===== src/rtl/deq_pkg.sv =====
// ----------------------------------------------------------------------------
// deq_pkg: shared definitions for the double-ended queue
// Ring depth, derived widths, request and status codes, and the command and
// status bundles between the controller and the datapath.
// ----------------------------------------------------------------------------
package deq_pkg;

   localparam int DEPTH   = 8;
   localparam int ADDR_W  = (DEPTH > 1) ? $clog2(DEPTH) : 1;
   localparam int COUNT_W = $clog2(DEPTH + 1);
   localparam int DATA_W  = 32;
   localparam int OCC_W   = 4;

   localparam logic [1:0] REQ_PUSH_FRONT = 2'd0;
   localparam logic [1:0] REQ_PUSH_REAR  = 2'd1;
   localparam logic [1:0] REQ_POP_FRONT  = 2'd2;
   localparam logic [1:0] REQ_POP_REAR   = 2'd3;

   localparam logic [1:0] ST_OK        = 2'd0;
   localparam logic [1:0] ST_OVERFLOW  = 2'd1;
   localparam logic [1:0] ST_UNDERFLOW = 2'd2;

   // controller -> datapath
   typedef struct packed {
      logic accept;     // transfer on the request channel this cycle
      logic load_now;   // result is complete at accept time
      logic load_pop;   // result takes the slot read data
   } ctrl_cmd_type;

   // datapath -> controller
   typedef struct packed {
      logic pop_read;   // presented request is a pop that reads a slot
   } dp_stat_type;

endpackage


===== src/rtl/deq_ram.sv =====
// ----------------------------------------------------------------------------
// deq_ram: generic single-write, single-read RAM
// One write port and one read port with registered read data.
// ----------------------------------------------------------------------------
module deq_ram #(
   parameter int WIDTH = 32,
   parameter int DEPTH = 8
) (
   input  logic                                      clock,
   input  logic                                      wr_en,
   input  logic [((DEPTH > 1) ? $clog2(DEPTH) : 1)-1:0] wr_addr,
   input  logic [WIDTH-1:0]                          wr_data,
   input  logic                                      rd_en,
   input  logic [((DEPTH > 1) ? $clog2(DEPTH) : 1)-1:0] rd_addr,
   output logic [WIDTH-1:0]                          rd_data
);

   logic [WIDTH-1:0] mem_ff [DEPTH];
   logic [WIDTH-1:0] rd_data_ff;

   always_ff @(posedge clock) begin
      if (wr_en) begin
         mem_ff[wr_addr] <= wr_data;
      end
      if (rd_en) begin
         rd_data_ff <= mem_ff[rd_addr];
      end
   end

   assign rd_data = rd_data_ff;

endmodule


===== src/rtl/deq_ctrl.sv =====
// ----------------------------------------------------------------------------
// deq_ctrl: request/response controller
// Sequences one request at a time: accept, optional slot read, result load,
// and holds the result valid while the receiver stalls.
// ----------------------------------------------------------------------------
module deq_ctrl
   import deq_pkg::*;
(
   input  logic         clock,
   input  logic         reset,
   input  logic         req_valid,
   output logic         req_stall,
   output logic         rsp_valid,
   input  logic         rsp_stall,
   input  dp_stat_type  stat,
   output ctrl_cmd_type cmd
);

   localparam logic S_IDLE = 1'b0;
   localparam logic S_READ = 1'b1;

   logic state_ff, state_in;
   logic rsp_valid_ff, rsp_valid_in;
   logic rsp_free;

   // output register can take a new result this cycle
   assign rsp_free = !rsp_valid_ff || !rsp_stall;

   always_comb begin
      state_in     = state_ff;
      rsp_valid_in = rsp_valid_ff && rsp_stall;
      cmd          = '0;
      req_stall    = 1'b1;
      unique case (state_ff)
         S_IDLE: begin
            req_stall  = !rsp_free;
            cmd.accept = req_valid && rsp_free;
            if (cmd.accept) begin
               if (stat.pop_read) begin
                  state_in = S_READ;
               end else begin
                  cmd.load_now = 1'b1;
                  rsp_valid_in = 1'b1;
               end
            end
         end
         S_READ: begin
            if (rsp_free) begin
               cmd.load_pop = 1'b1;
               rsp_valid_in = 1'b1;
               state_in     = S_IDLE;
            end
         end
         default: state_in = S_IDLE;
      endcase
   end

   always_ff @(posedge clock) begin
      if (reset) begin
         state_ff     <= S_IDLE;
         rsp_valid_ff <= 1'b0;
      end else begin
         state_ff     <= state_in;
         rsp_valid_ff <= rsp_valid_in;
      end
   end

   assign rsp_valid = rsp_valid_ff;

endmodule


===== src/rtl/deq_dp.sv =====
// ----------------------------------------------------------------------------
// deq_dp: double-ended queue datapath
// Ring pointers, fill count, slot RAM and the result payload registers.
// ----------------------------------------------------------------------------
module deq_dp
   import deq_pkg::*;
(
   input  logic                     clock,
   input  logic                     reset,
   input  ctrl_cmd_type             cmd,
   output dp_stat_type              stat,
   input  logic [1:0]               req_type,
   input  logic signed [DATA_W-1:0] req_push_value,
   output logic signed [DATA_W-1:0] rsp_pop_value,
   output logic [1:0]               rsp_status,
   output logic [OCC_W-1:0]         rsp_occupancy
);

   localparam logic [ADDR_W-1:0]  LAST_ADDR = ADDR_W'(DEPTH - 1);
   localparam logic [COUNT_W-1:0] FULL_CNT  = COUNT_W'(DEPTH);

   logic [ADDR_W-1:0]  head_ff, head_in;
   logic [ADDR_W-1:0]  tail_ff, tail_in;
   logic [COUNT_W-1:0] count_ff, count_in;
   logic signed [DATA_W-1:0] pop_value_ff;
   logic [1:0]         status_ff, status_in;
   logic [OCC_W-1:0]   occupancy_ff;

   logic [ADDR_W-1:0]  head_next, head_prev, tail_next, tail_prev;
   logic               is_push, full, empty;
   logic               wr_en, rd_en;
   logic [ADDR_W-1:0]  wr_addr, rd_addr;
   logic [DATA_W-1:0]  rd_data;

   assign head_next = (head_ff == LAST_ADDR) ? '0 : head_ff + 1'b1;
   assign head_prev = (head_ff == '0) ? LAST_ADDR : head_ff - 1'b1;
   assign tail_next = (tail_ff == LAST_ADDR) ? '0 : tail_ff + 1'b1;
   assign tail_prev = (tail_ff == '0) ? LAST_ADDR : tail_ff - 1'b1;

   assign is_push = (req_type == REQ_PUSH_FRONT) || (req_type == REQ_PUSH_REAR);
   assign full    = (count_ff == FULL_CNT);
   assign empty   = (count_ff == '0);

   assign stat.pop_read = !is_push && !empty;

   always_comb begin
      head_in   = head_ff;
      tail_in   = tail_ff;
      count_in  = count_ff;
      status_in = ST_OK;
      wr_en     = 1'b0;
      rd_en     = 1'b0;
      wr_addr   = tail_ff;
      rd_addr   = head_ff;
      if (is_push) begin
         if (full) begin
            status_in = ST_OVERFLOW;
         end else begin
            count_in = count_ff + 1'b1;
            wr_en    = cmd.accept;
            if (req_type == REQ_PUSH_FRONT) begin
               head_in = head_prev;
               wr_addr = head_prev;
            end else begin
               tail_in = tail_next;
            end
         end
      end else begin
         if (empty) begin
            status_in = ST_UNDERFLOW;
         end else begin
            count_in = count_ff - 1'b1;
            rd_en    = cmd.accept;
            if (req_type == REQ_POP_FRONT) begin
               head_in = head_next;
            end else begin
               tail_in = tail_prev;
               rd_addr = tail_prev;
            end
         end
      end
   end

   always_ff @(posedge clock) begin
      if (reset) begin
         head_ff  <= '0;
         tail_ff  <= '0;
         count_ff <= '0;
      end else if (cmd.accept) begin
         head_ff  <= head_in;
         tail_ff  <= tail_in;
         count_ff <= count_in;
      end
   end

   // result payload: status and occupancy are settled at accept time
   always_ff @(posedge clock) begin
      if (cmd.accept) begin
         status_ff    <= status_in;
         occupancy_ff <= OCC_W'(count_in);
      end
      if (cmd.load_now) begin
         pop_value_ff <= '0;
      end else if (cmd.load_pop) begin
         pop_value_ff <= rd_data;
      end
   end

   deq_ram #(
      .WIDTH (DATA_W),
      .DEPTH (DEPTH)
   ) u_slots (
      .clock   (clock),
      .wr_en   (wr_en),
      .wr_addr (wr_addr),
      .wr_data (req_push_value),
      .rd_en   (rd_en),
      .rd_addr (rd_addr),
      .rd_data (rd_data)
   );

   assign rsp_pop_value = pop_value_ff;
   assign rsp_status    = status_ff;
   assign rsp_occupancy = occupancy_ff;

endmodule


===== src/rtl/double_ended_queue.sv =====
// ----------------------------------------------------------------------------
// double_ended_queue: bounded deque of signed 32-bit words
// Requests push or pop a word at either end of a ring of DEPTH slots; each
// request returns one result with the popped word, a status and occupancy.
//
// Usage:
//   Request channel (req_valid / req_stall): req_type selects push front,
//   push rear, pop front or pop rear; req_push_value is the word to store.
//   Result channel (rsp_valid / rsp_stall): rsp_pop_value, rsp_status
//   (ok, overflow, underflow) and rsp_occupancy after the request.
//   Result timing: a push or a failed pop shows its result in the cycle
//   after the transfer; a successful pop first waits in the read state
//   for the registered read of the slot RAM, then loads its result.
//   Throughput: 1 request per cycle for pushes and failed pops while the
//   result side does not stall; a successful pop blocks new requests until its slot RAM read is loaded.
//   A new request is taken while the previous result is being handed over.
//   Reset clears pointers, fill count and the result valid; slot contents
//   are left as they are. While rsp_stall holds a result, req_stall is
//   raised and no request is taken.
// ----------------------------------------------------------------------------
module double_ended_queue
   import deq_pkg::*;
(
   input  logic                     clock,
   input  logic                     reset,
   input  logic                     req_valid,
   output logic                     req_stall,
   input  logic [1:0]               req_type,
   input  logic signed [DATA_W-1:0] req_push_value,
   output logic                     rsp_valid,
   input  logic                     rsp_stall,
   output logic signed [DATA_W-1:0] rsp_pop_value,
   output logic [1:0]               rsp_status,
   output logic [OCC_W-1:0]         rsp_occupancy
);

   ctrl_cmd_type cmd;
   dp_stat_type  stat;

   // handshake sequencing: accept, wait for slot read, hold result
   deq_ctrl u_ctrl (
      .clock     (clock),
      .reset     (reset),
      .req_valid (req_valid),
      .req_stall (req_stall),
      .rsp_valid (rsp_valid),
      .rsp_stall (rsp_stall),
      .stat      (stat),
      .cmd       (cmd)
   );

   // pointers, fill count, slot RAM and result registers
   deq_dp u_dp (
      .clock          (clock),
      .reset          (reset),
      .cmd            (cmd),
      .stat           (stat),
      .req_type       (req_type),
      .req_push_value (req_push_value),
      .rsp_pop_value  (rsp_pop_value),
      .rsp_status     (rsp_status),
      .rsp_occupancy  (rsp_occupancy)
   );

`ifndef NO_ASSERTIONS
   // a held result must block new requests
   a_stall_blocks_req: assert property (@(posedge clock) disable iff (reset)
      (rsp_valid && rsp_stall) |-> req_stall)
      else $error("request taken while result held");

   // a result appears only after the controller loaded one
   a_valid_from_load: assert property (@(posedge clock) disable iff (reset)
      $rose(rsp_valid) |-> $past(cmd.load_now || cmd.load_pop))
      else $error("result valid without a load");

   // failed requests return zero data
   a_error_zero_data: assert property (@(posedge clock) disable iff (reset)
      (rsp_valid && rsp_status != ST_OK) |-> (rsp_pop_value == '0))
      else $error("nonzero data on failed request");

   // accept and pop load never coincide
   a_load_exclusive: assert property (@(posedge clock) disable iff (reset)
      !(cmd.accept && cmd.load_pop))
      else $error("accept during pop read");
`endif

endmodule


===== config.mk =====
export PLATFORM = sky130hd
export DESIGN_NAME = double_ended_queue
export DESIGN_NICKNAME = d
export VERILOG_FILES = /design/src/rtl/deq_pkg.sv /design/src/rtl/deq_ram.sv /design/src/rtl/deq_ctrl.sv /design/src/rtl/deq_dp.sv /design/src/rtl/double_ended_queue.sv
export SDC_FILE = /design/constraint.sdc
export NUM_CORES = 1
export LEC_CHECK = 0
export ABC_AREA = 0
export BUFFER_PORTS_ARGS = -buffer_cell sky130_fd_sc_hd__buf_2
export CORE_MARGIN = 3
export CORE_UTILIZATION = 60
export CTS_CLUSTER_SIZE = 16
export DETAILED_ROUTE_END_ITERATION = 8
export HOLD_SLACK_MARGIN = 0.1
export PLACE_DENSITY_LB_ADDON = 0.25
export SLEW_MARGIN = 25
export SYNTH_ARGS = -nofsm -noshare
export SYNTH_HDL_FRONTEND = slang
export SYNTH_HIERARCHICAL = 1
export SYNTH_SLANG_ARGS = --single-unit
export TNS_END_PERCENT = 30

===== constraint.sdc =====
create_clock -name clock -period 5.03 [get_ports clock]
set_input_delay 0.2515 -clock clock [delete_from_list [all_inputs] [get_ports clock]]
set_output_delay 0.2515 -clock clock [all_outputs]
set_load 0.02 [all_outputs]

==> results.cfg, run 1 <==
[clock_network]
cts_buffers = 35
cts_root_buf = clkbuf_16
htreeDepth = 2
insertion_delay_ps = 510
clkSinkCount = 338
clk_pin_slew_worst_paths_ps = 60
cts_resized = 0
cts_buffer_depth = 3
cts_tree = built

[routing]
num_vias = 6528
ant_nets = 0
routed_wl_um = 25400
firstDrtPassIters = 5
drt-wirelength-per-cell_um = 23.1
first_iter_violations = 384
viasPerCell = 5.95
drcViolationCount = 0

[global_route]
grt_first_pass_wirelength_um = 39400
grt_usage_pct = 21.7
grt_max_degree = 65
grt_overflow = 0
grt_pass1_vias = 6874
antenna_found_initial = 0

[sta]
rsz0062_at_grt = false
fmax_ghz = 0.271
worst_slack_ps = 1340
hold_viol = 0
tns_ps = 0
fin_skew_ps = 13.9
hold-worst-slack_ps = 133
min_period_ps = 3690
worst_pin_slew_ps = 1020
max-slew-margin-rel_pct = 31.9
fin_crit_sh_pct = 73.4
drv_slew = 0
setup_viol = 0

[yosys]
yosysSeqAreaShare_pct = 73.6
ys_warn_count = 6
synth-seq-cells = 338
synth_top_family_by_area = multiplexers
synthFlopType = edfxtp_1
syn_avg_cell_area_um2 = 19.9
synth-compound-area-share_pct = 1.65
syn-num-nets = 710
synth_edf_count = 294
yosys.area_share.adder_pct = 0.854
ys_types = 51
synth_xor_xnor_area_share_pct = 0.256
netlist_area_um2 = 13200
muxShareOfSynthArea_pct = 18.2
synthArstFlopShare_pct = 0
yosys.area_share.simple_pct = 3.60
synthCells = 663

[floorplanning]
die_h_um = 154
die_w_um = 154
io_pins = 78
start_util_pct = 62.0
fp.dieArea_um2 = 23800
rows = 53
core-area_um2 = 21300

[place]
dpl.hpwl_um = 14200
dp_slack_ps = 1390
place.gp.congestion = 0.845
place_area_um2 = 14000
port_buffers = 77

[setup_path]
cp-end-kind = register
critPathKind = register to register
start_kind = register
path_max_fanout = 18
cp.required_ps = 5210
cp.arrival_ps = 3880

[power_and_ir_drop]
p_per_area_nw_per_um2 = 423
peakVddDrop_mv = 0.359
leakage_nw = 5.27
finalPower_mw = 6.54

[hold_path]
hold_path.class = primary input to register

[job]
maxCapViolations = 0

[cells_and_area]
drive_gt1_share_pct = 27.1
antenna_cells = 0
fill_cells = 1244
post-route-cell-area_um2 = 15500
area_growth_pct = 17.3
nets = 843

[run_status]
status = complete, no violations
[critical path, stage by stage (launching register included)]
cell and delay (ps):
dfxtp_1 350, inv_1 130, ha_1 310, nand2_1 150, o21ai_0 550, mux2i_1 540, nand2b_1 250, nor2_4 660
buf_4 420
[layout make-up]
cell class	count	area, µm²	area share [%]
well taps	275	344	2.22
repair buffers	129	888	5.74
flip-flops and latches	338	9710	62.8
inverters	13	48.8	0.315
clock inverters	20	219	1.42
clock buffers	43	927	5.99
multi-input cells	279	3340	21.6
[final timing paths]
| kind | startpoint | to | slack, ps | depth (start not counted) |
|---|---|---|---|---|
| max reg2reg | u_dp/count_ff[0]$_SDFFE_PP0P_ | u_dp/u_slots/mem_ff[6][10]$_DFFE_PP_ | 1340 | 8 |
| max | u_dp/count_ff[0]$_SDFFE_PP0P_ | u_dp/u_slots/mem_ff[6][10]$_DFFE_PP_ | 1340 | 8 |
| min | reset | u_ctrl/rsp_valid$_SDFF_PP0_ | 130 | 2 |
| min reg2reg | u_dp/head_ff[2]$_SDFFE_PP0P_ | u_dp/head_ff[2]$_SDFFE_PP0P_ | 480 | 2 |
[routing by layer]
metal	track usage, %	wire length [µm]	part of all wire, %
met5	0	0	0
met2	37.3	13100	52
met4	6.90	608	2.4
met3	3.67	1300	5.1
met1	28.9	10300	41
[timing repair]
action / CTS / global route
hold buffers: 35 / 0
hold endpoints to repair: 258 / 0
setup buffers: 0 / 0
[placed cells by master (no fill, tap or decap), drive strengths merged, types with 3 or more instances in the layout]
cell	count
a31oi	3
mux2	36
ha	9
a21oi	7
a211oi	3
nor3	3
buf	94
mux2i	40
nor2	50
clkinv	14
nor2b	6
clkbuf	43
nand2	11
dlygate4sd3	35
edfxtp	294
a21o	3
nand3	3
and2	3
dfxtp	44
inv	14
bufinv	4
mux4	64
o32ai	3
o21ai	3
nand2b	9
[kinds of logic (layout without fill, tap and decap cells)]
family	after synthesis	after routing
xor gates and xnor gates	3	3
and+or+nand+nor	96	96
buffers and inverters	46	205
DFF	338	338
AOI/OAI and AO/OA	31	31
adders and majority gates	9	9
muxes	140	140
[registers in the layout, indices dropped and copies added, names as in the netlist]
name	cells
u_dp/rsp_occupancy	4
u_dp/u_slots/mem_ff	256
u_ctrl/state_ff	1
u_dp/rsp_status	2
u_dp/rsp_pop_value	32
u_dp/u_slots/rd_data	32
u_dp/count_ff	4
u_ctrl/rsp_valid	1
u_dp/head_ff	3
u_dp/tail_ff	3
[where the power goes]
part / switching, mW / leakage [nW] / internal, mW
combinational: 0.410 / 1.70 / 0.369
clock: 1.02 / 0.555 / 1.53
sequential: 0.0379 / 3.02 / 3.18
total: 1.47 / 5.27 / 5.08
[cell usage after synthesis (3+ instances only)]
master	number	share of area (%)
a211oi_1	3	0.17
a21o_1	3	0.17
a21oi_1	6	0.23
a31oi_1	3	0.14
buf_1	4	0.11
buf_2	13	0.49
buf_6	7	0.60
clkbuf_1	8	0.23
dfxtp_1	44	6.7
edfxtp_1	294	67
ha_1	9	0.85
inv_1	12	0.34
mux2_2	36	3.1
mux2i_1	40	3.0
mux4_1	40	8.0
mux4_2	24	4.1
nand2_1	11	0.31
nand2b_1	9	0.43
nor2_1	49	1.4
nor2b_1	6	0.28
nor3_1	3	0.11
o21ai_0	3	0.11
o32ai_1	3	0.20
[metrics by stage]
| stage | utilization (%) | instances |
|---|---|---|
| 3_3_place_gp | 65.7 | 999 |
| 6_report | 72.7 | 1097 |
| 5_1_grt | 72.7 | 1097 |
| 2_1_floorplan | - | 663 |
| 4_1_cts | 72.7 | 1097 |
| 3_5_place_dp | 65.7 | 999 |
(Power assumes the default switching activity.)
==> run 2: changes to the inputs <==
--- a/config.mk
+++ b/config.mk
@@ -8,7 +8,7 @@
 export ABC_AREA = 0
 export BUFFER_PORTS_ARGS = -buffer_cell sky130_fd_sc_hd__buf_2
 export CORE_MARGIN = 3
-export CORE_UTILIZATION = 60
+export CORE_UTILIZATION = 54
 export CTS_CLUSTER_SIZE = 16
 export DETAILED_ROUTE_END_ITERATION = 8
 export HOLD_SLACK_MARGIN = 0.1
==> constraint.sdc (replaced) <==
create_clock -name clock -period 3.25 [get_ports clock]
set_input_delay 0.1625 -clock clock [delete_from_list [all_inputs] [get_ports clock]]
set_output_delay 0.1625 -clock clock [all_outputs]
set_load 0.02 [all_outputs]
==> run 2 against run 1 <==
Global-route usage is 2.2 points lower. Via count is 0.60% lower. Wire length is 1.1% lower. Core utilization is 6.6 points lower. Sequential share of layout area is 0.92 points lower. Clock skew is 5.1 ps higher. Worst setup slack worse by 1200 ps. Flip-flop and latch count stayed put. Final cell count is 5.1% higher. Largest power group unchanged.
==> results.cfg, run 2 (synthesis gave the netlist of run 1 again) <==
[run_status]
status = complete, no violations

[cells_and_area]
final_common_cell = edfxtp_1
antenna_cells = 0
final_util_pct = 66.1
largest_reg_flops = 256
layout.cells.most_common_list = edfxtp_1, buf_2, dfxtp_1
top_register = u_dp/u_slots/mem_ff
post-route-cell-area_um2 = 15700
drive_gt1_share_pct = 27.7
area_growth_pct = 19.0
nets = 856

[setup_path]
reg2reg_from = u_dp/count_ff[0]$_SDFFE_PP0P_
path_max_fanout = 34
reg2reg_depth = 8
cp.arrival_ps = 3320
rrSetupSlack_ps = 180
critPathKind = register to register
start_kind = register
cp-end-kind = register
cp.required_ps = 3500
r2r-end = u_dp/u_slots/rd_data[7]$_DFFE_PP_
cp-startpoint = u_dp/count_ff[0]$_SDFFE_PP0P_

[hold_path]
holdPathEnd = u_dp/tail_ff[0]$_SDFFE_PP0P_
hp-start = req_type[0]
min_path_cells = 4
hold_path.class = primary input to register

[clock_network]
cts_buffer_depth = 3
clk_pin_slew_worst_paths_ps = 60
postCtsSetupBuffers = 0
cts_buffers = 34
htreeDepth = 2
clkSinkCount = 338
cts_root_buf = clkbuf_16
insertion_delay_ps = 500
cts_tree = built

[routing]
first_iter_violations = 399
drt-wirelength-per-cell_um = 21.8
ant_nets = 0
drcViolationCount = 0
num_vias = 6489
viasPerCell = 5.63
routed_wl_um = 25100
firstDrtPassIters = 7

[power_and_ir_drop]
pwr-share-comb_pct = 12.7
power_frac_seq_pct = 50.0
internal_power_mw = 7.73
power.switching_mw = 2.22
peakVddDrop_mv = 0.497
p_sw_share_pct = 22.3
finalPower_mw = 9.95
leakage_nw = 5.32
clockPowerShare_pct = 37.2
p_per_area_nw_per_um2 = 634

[place]
place.gp.congestion = 0.797
dpl.hpwl_um = 14100
place_area_um2 = 14300
port_buffers = 77

[sta]
min_period_ps = 3070
hold-worst-slack_ps = 209
fmax_ghz = 0.325
fin_skew_ps = 19.1
hold_viol = 0
setup_viol = 0
drv_slew = 0
rsz0062_at_grt = false
worst_pin_slew_ps = 604
tns_ps = 0
fin_crit_sh_pct = 94.6
max-slew-margin-rel_pct = 59.7

[global_route]
grt_pass1_vias = 6850
grt_first_pass_wirelength_um = 39300
grt_max_degree = 35
grt_usage_pct = 19.6
antenna_found_initial = 0
grt_overflow = 0

[floorplanning]
die_w_um = 162
fp.dieArea_um2 = 26300
start_util_pct = 55.5
io_pins = 78
core-area_um2 = 23800
rows = 56
die_h_um = 162

[job]
maxCapViolations = 0
run 2: worst max path at each step:
stage | end | slack (ps) | cells past startpoint
after floorplan | u_dp/u_slots/mem_ff[3][0]$_DFFE_PP_ | -250 | 7
after global placement | u_dp/u_slots/rd_data[26]$_DFFE_PP_ | 190 | 8
after detailed placement | u_dp/u_slots/rd_data[10]$_DFFE_PP_ | 130 | 8
after CTS | u_dp/u_slots/rd_data[10]$_DFFE_PP_ | 100 | 8
after global routing | u_dp/u_slots/rd_data[15]$_DFFE_PP_ | 20 | 8
final | u_dp/u_slots/rd_data[7]$_DFFE_PP_ | 180 | 8
run 2: timing repair:
action	in CTS	in global routing
resized for setup	0	2
endpoints found under the hold margin	260	0
hold buffers	37	0
endpoints found under the setup margin	0	7
run 2: layer usage:
| metal | up-vias | part of all wire (%) | global-route usage [%] |
|---|---|---|---|
| met1 | 3306 | 41 | 26.6 |
| met3 | 37 | 6.3 | 3.88 |
| met4 | 0 | 1.8 | 4.77 |
| met5 | - | 0 | 0 |
| met2 | 182 | 50 | 33.2 |
| li1 | 2964 | - | - |
run 2: critical path, cell delays in order, from the launching register on:
cell and delay, ps:
dfxtp_1 350, inv_1 120, ha_1 170, or3b_2 520, nand3_4 170, mux2i_4 320
buf_12 300, mux4_1 600, mux2_2 270
run 2: area by class of cell:
cell class,count,area [µm²]
clock buffers,51,956
repair buffers,143,1140
fillers,1573,8050
well taps,319,399
clock inverters,10,101
flip-flops and latches,338,9710
multi-input cells,279,3350
inverters,13,48.8
run 2: through the flow:
step | setup WS [ps] | std cells
final | 176 | 1153
after CTS | 101 | 1153
after floorplan | -249 | 663
after detailed placement | 125 | 1055
after global routing | 17.2 | 1153
after global placement | 187 | 1055
run 2: power groups by stage:
stage	logic, mW	registers, mW	clock network (mW)
after floorplan	0.818	5.11	0
after global placement	1.20	5.06	0
after detailed placement	1.23	5.07	0
after CTS	1.28	4.98	3.79
after global routing	1.37	4.99	3.97
final	1.27	4.98	3.71
==> run 3: changes to the inputs <==
--- a/config.mk
+++ b/config.mk
@@ -7,6 +7,7 @@
 export LEC_CHECK = 0
 export ABC_AREA = 0
 export BUFFER_PORTS_ARGS = -buffer_cell sky130_fd_sc_hd__buf_2
+export CORE_ASPECT_RATIO = 1.1
 export CORE_MARGIN = 3
 export CORE_UTILIZATION = 54
 export CTS_CLUSTER_SIZE = 16
==> run 3 against run 2 <==
Clock power up 3%. Clock skew increased by 2.1 ps. Non-clock buffer count is 3 higher. Sequential share of layout area is 0.30 points lower. Via count grew 2.0%. Final cell count fell by 0.87%. Global-route usage increased by 0.068 points. Power is 1.6% higher. Core utilization is 0.072 points higher. Critical endpoint is now u_dp/u_slots/rd_data[29]$_DFFE_PP_. Highest routed layer unchanged.
==> results.cfg, run 3 (synthesis gave the netlist of run 1 again) <==
[place]
dp_slack_ps = 175
dpl.hpwl_um = 14200
place.gp.congestion = 0.823
port_buffers = 77
place_area_um2 = 14300

[routing]
viasPerCell = 5.79
drt-wirelength-per-cell_um = 22.2
ant_nets = 0
routed_wl_um = 25300
firstDrtPassIters = 5
num_vias = 6619
first_iter_violations = 407
drcViolationCount = 0

[setup_path]
path_max_fanout = 18
reg2reg_from = u_dp/count_ff[0]$_SDFFE_PP0P_
critPathKind = register to register
start_kind = register
reg2reg_depth = 8
cp.arrival_ps = 3360
cp.required_ps = 3500
cp-end-kind = register
rrSetupSlack_ps = 140
r2r-end = u_dp/u_slots/rd_data[29]$_DFFE_PP_

[global_route]
grt_overflow = 0
grt_first_pass_wirelength_um = 39600
grt_max_degree = 45
grt_usage_pct = 19.7
grt_pass1_vias = 6938
antenna_found_initial = 1

[hold_path]
min_path_cells = 4
hp-start = req_type[0]
hold_path.class = primary input to register
holdPathEnd = u_dp/tail_ff[0]$_SDFFE_PP0P_

[sta]
rsz0062_at_grt = false
setup_viol = 0
worst_pin_slew_ps = 893
min_period_ps = 3110
worst_slack_ps = 141
hold_viol = 0
fin_crit_sh_pct = 95.7
tns_ps = 0
drv_slew = 0
fin_skew_ps = 21.2
max-slew-margin-rel_pct = 40.3
fmax_ghz = 0.322

[cells_and_area]
drive_gt1_share_pct = 28.9
post-route-cell-area_um2 = 15800
layout.cells.most_common_list = edfxtp_1, buf_2, dfxtp_1
nets = 859
largest_reg_flops = 256
area_growth_pct = 19.6
top_register = u_dp/u_slots/mem_ff
final_common_cell = edfxtp_1

[clock_network]
cts_tree = built
cts_buffers = 34
clk_pin_slew_worst_paths_ps = 60
htreeDepth = 2
postCtsSetupBuffers = 0
clkSinkCount = 338
insertion_delay_ps = 500
cts_buffer_depth = 3
cts_root_buf = clkbuf_16

[power_and_ir_drop]
p_per_area_nw_per_um2 = 640
finalPower_mw = 10.1
peakVddDrop_mv = 0.655
leakage_nw = 5.38

[floorplanning]
core-area_um2 = 23800
fp.dieArea_um2 = 26300
rows = 59
io_pins = 78
die_h_um = 170
start_util_pct = 55.3
die_w_um = 155

[job]
maxCapViolations = 0

[run_status]
status = complete, no violations
run 3: repair_timing:
| item | in CTS | in global routing |
|---|---|---|
| gates resized for setup | 0 | 0 |
| hold endpoints to repair | 260 | 0 |
| hold buffers | 36 | 0 |
| setup endpoints to repair | 0 | 0 |
run 3: layout make-up:
cell class	count	area, µm²
multi-input combinational	279	3350
timing repair buffer	146	1180
clock buffer	42	912
antenna	1	2.50
tap	305	382
fill	1551	8060
inverter	13	48.8
sequential	338	9710
clock inverter	19	196
run 3: through the flow:
stage               cells  util [%]  hold slack [ps]
finish               1143      66.2              181
global route         1143      66.2              194
CTS                  1142      66.2              151
detailed placement   1045      60.0              428
global placement     1045      60.0              412
floorplan             663         -              232
run 3: where the power goes:
| part | switching, mW | total (mW) | internal (mW) |
|---|---|---|---|
| clock | 1.51 | 3.83 | 2.32 |
| combinational | 0.657 | 1.29 | 0.637 |
| sequential | 0.0579 | 4.98 | 4.92 |
| total | 2.23 | 10.1 | 7.88 |
run 3: routing by layer:
layer / GRT usage, % / up-vias / part of all wire [%]
met5: 0 / - / 0
met4: 4.65 / 0 / 1.5
met3: 3.92 / 28 / 6.0
met2: 33.2 / 188 / 50
met1: 26.9 / 3423 / 42
li1: - / 2980 / -
run 3: worst max-delay path by stage:
stage                                                     end                           from  depth (start not counted)
final                      u_dp/u_slots/rd_data[29]$_DFFE_PP_  u_dp/count_ff[0]$_SDFFE_PP0P_                          8
after global placement    u_dp/u_slots/mem_ff[2][3]$_DFFE_PP_  u_dp/count_ff[0]$_SDFFE_PP0P_                         10
after detailed placement   u_dp/u_slots/rd_data[27]$_DFFE_PP_  u_dp/count_ff[0]$_SDFFE_PP0P_                          8
after CTS                   u_dp/u_slots/rd_data[5]$_DFFE_PP_  u_dp/count_ff[0]$_SDFFE_PP0P_                          8
after global routing        u_dp/u_slots/rd_data[5]$_DFFE_PP_  u_dp/count_ff[0]$_SDFFE_PP0P_                          8
after floorplan           u_dp/u_slots/mem_ff[3][0]$_DFFE_PP_  u_dp/count_ff[0]$_SDFFE_PP0P_                          7
run 3: critical path, cell delays in order (launching register included):
cell	delay, ps
dfxtp_1	340
inv_1	110
ha_1	180
or3b_2	510
nand3_2	140
mux2i_4	460
buf_12	240
mux4_1	590
mux2_2	290
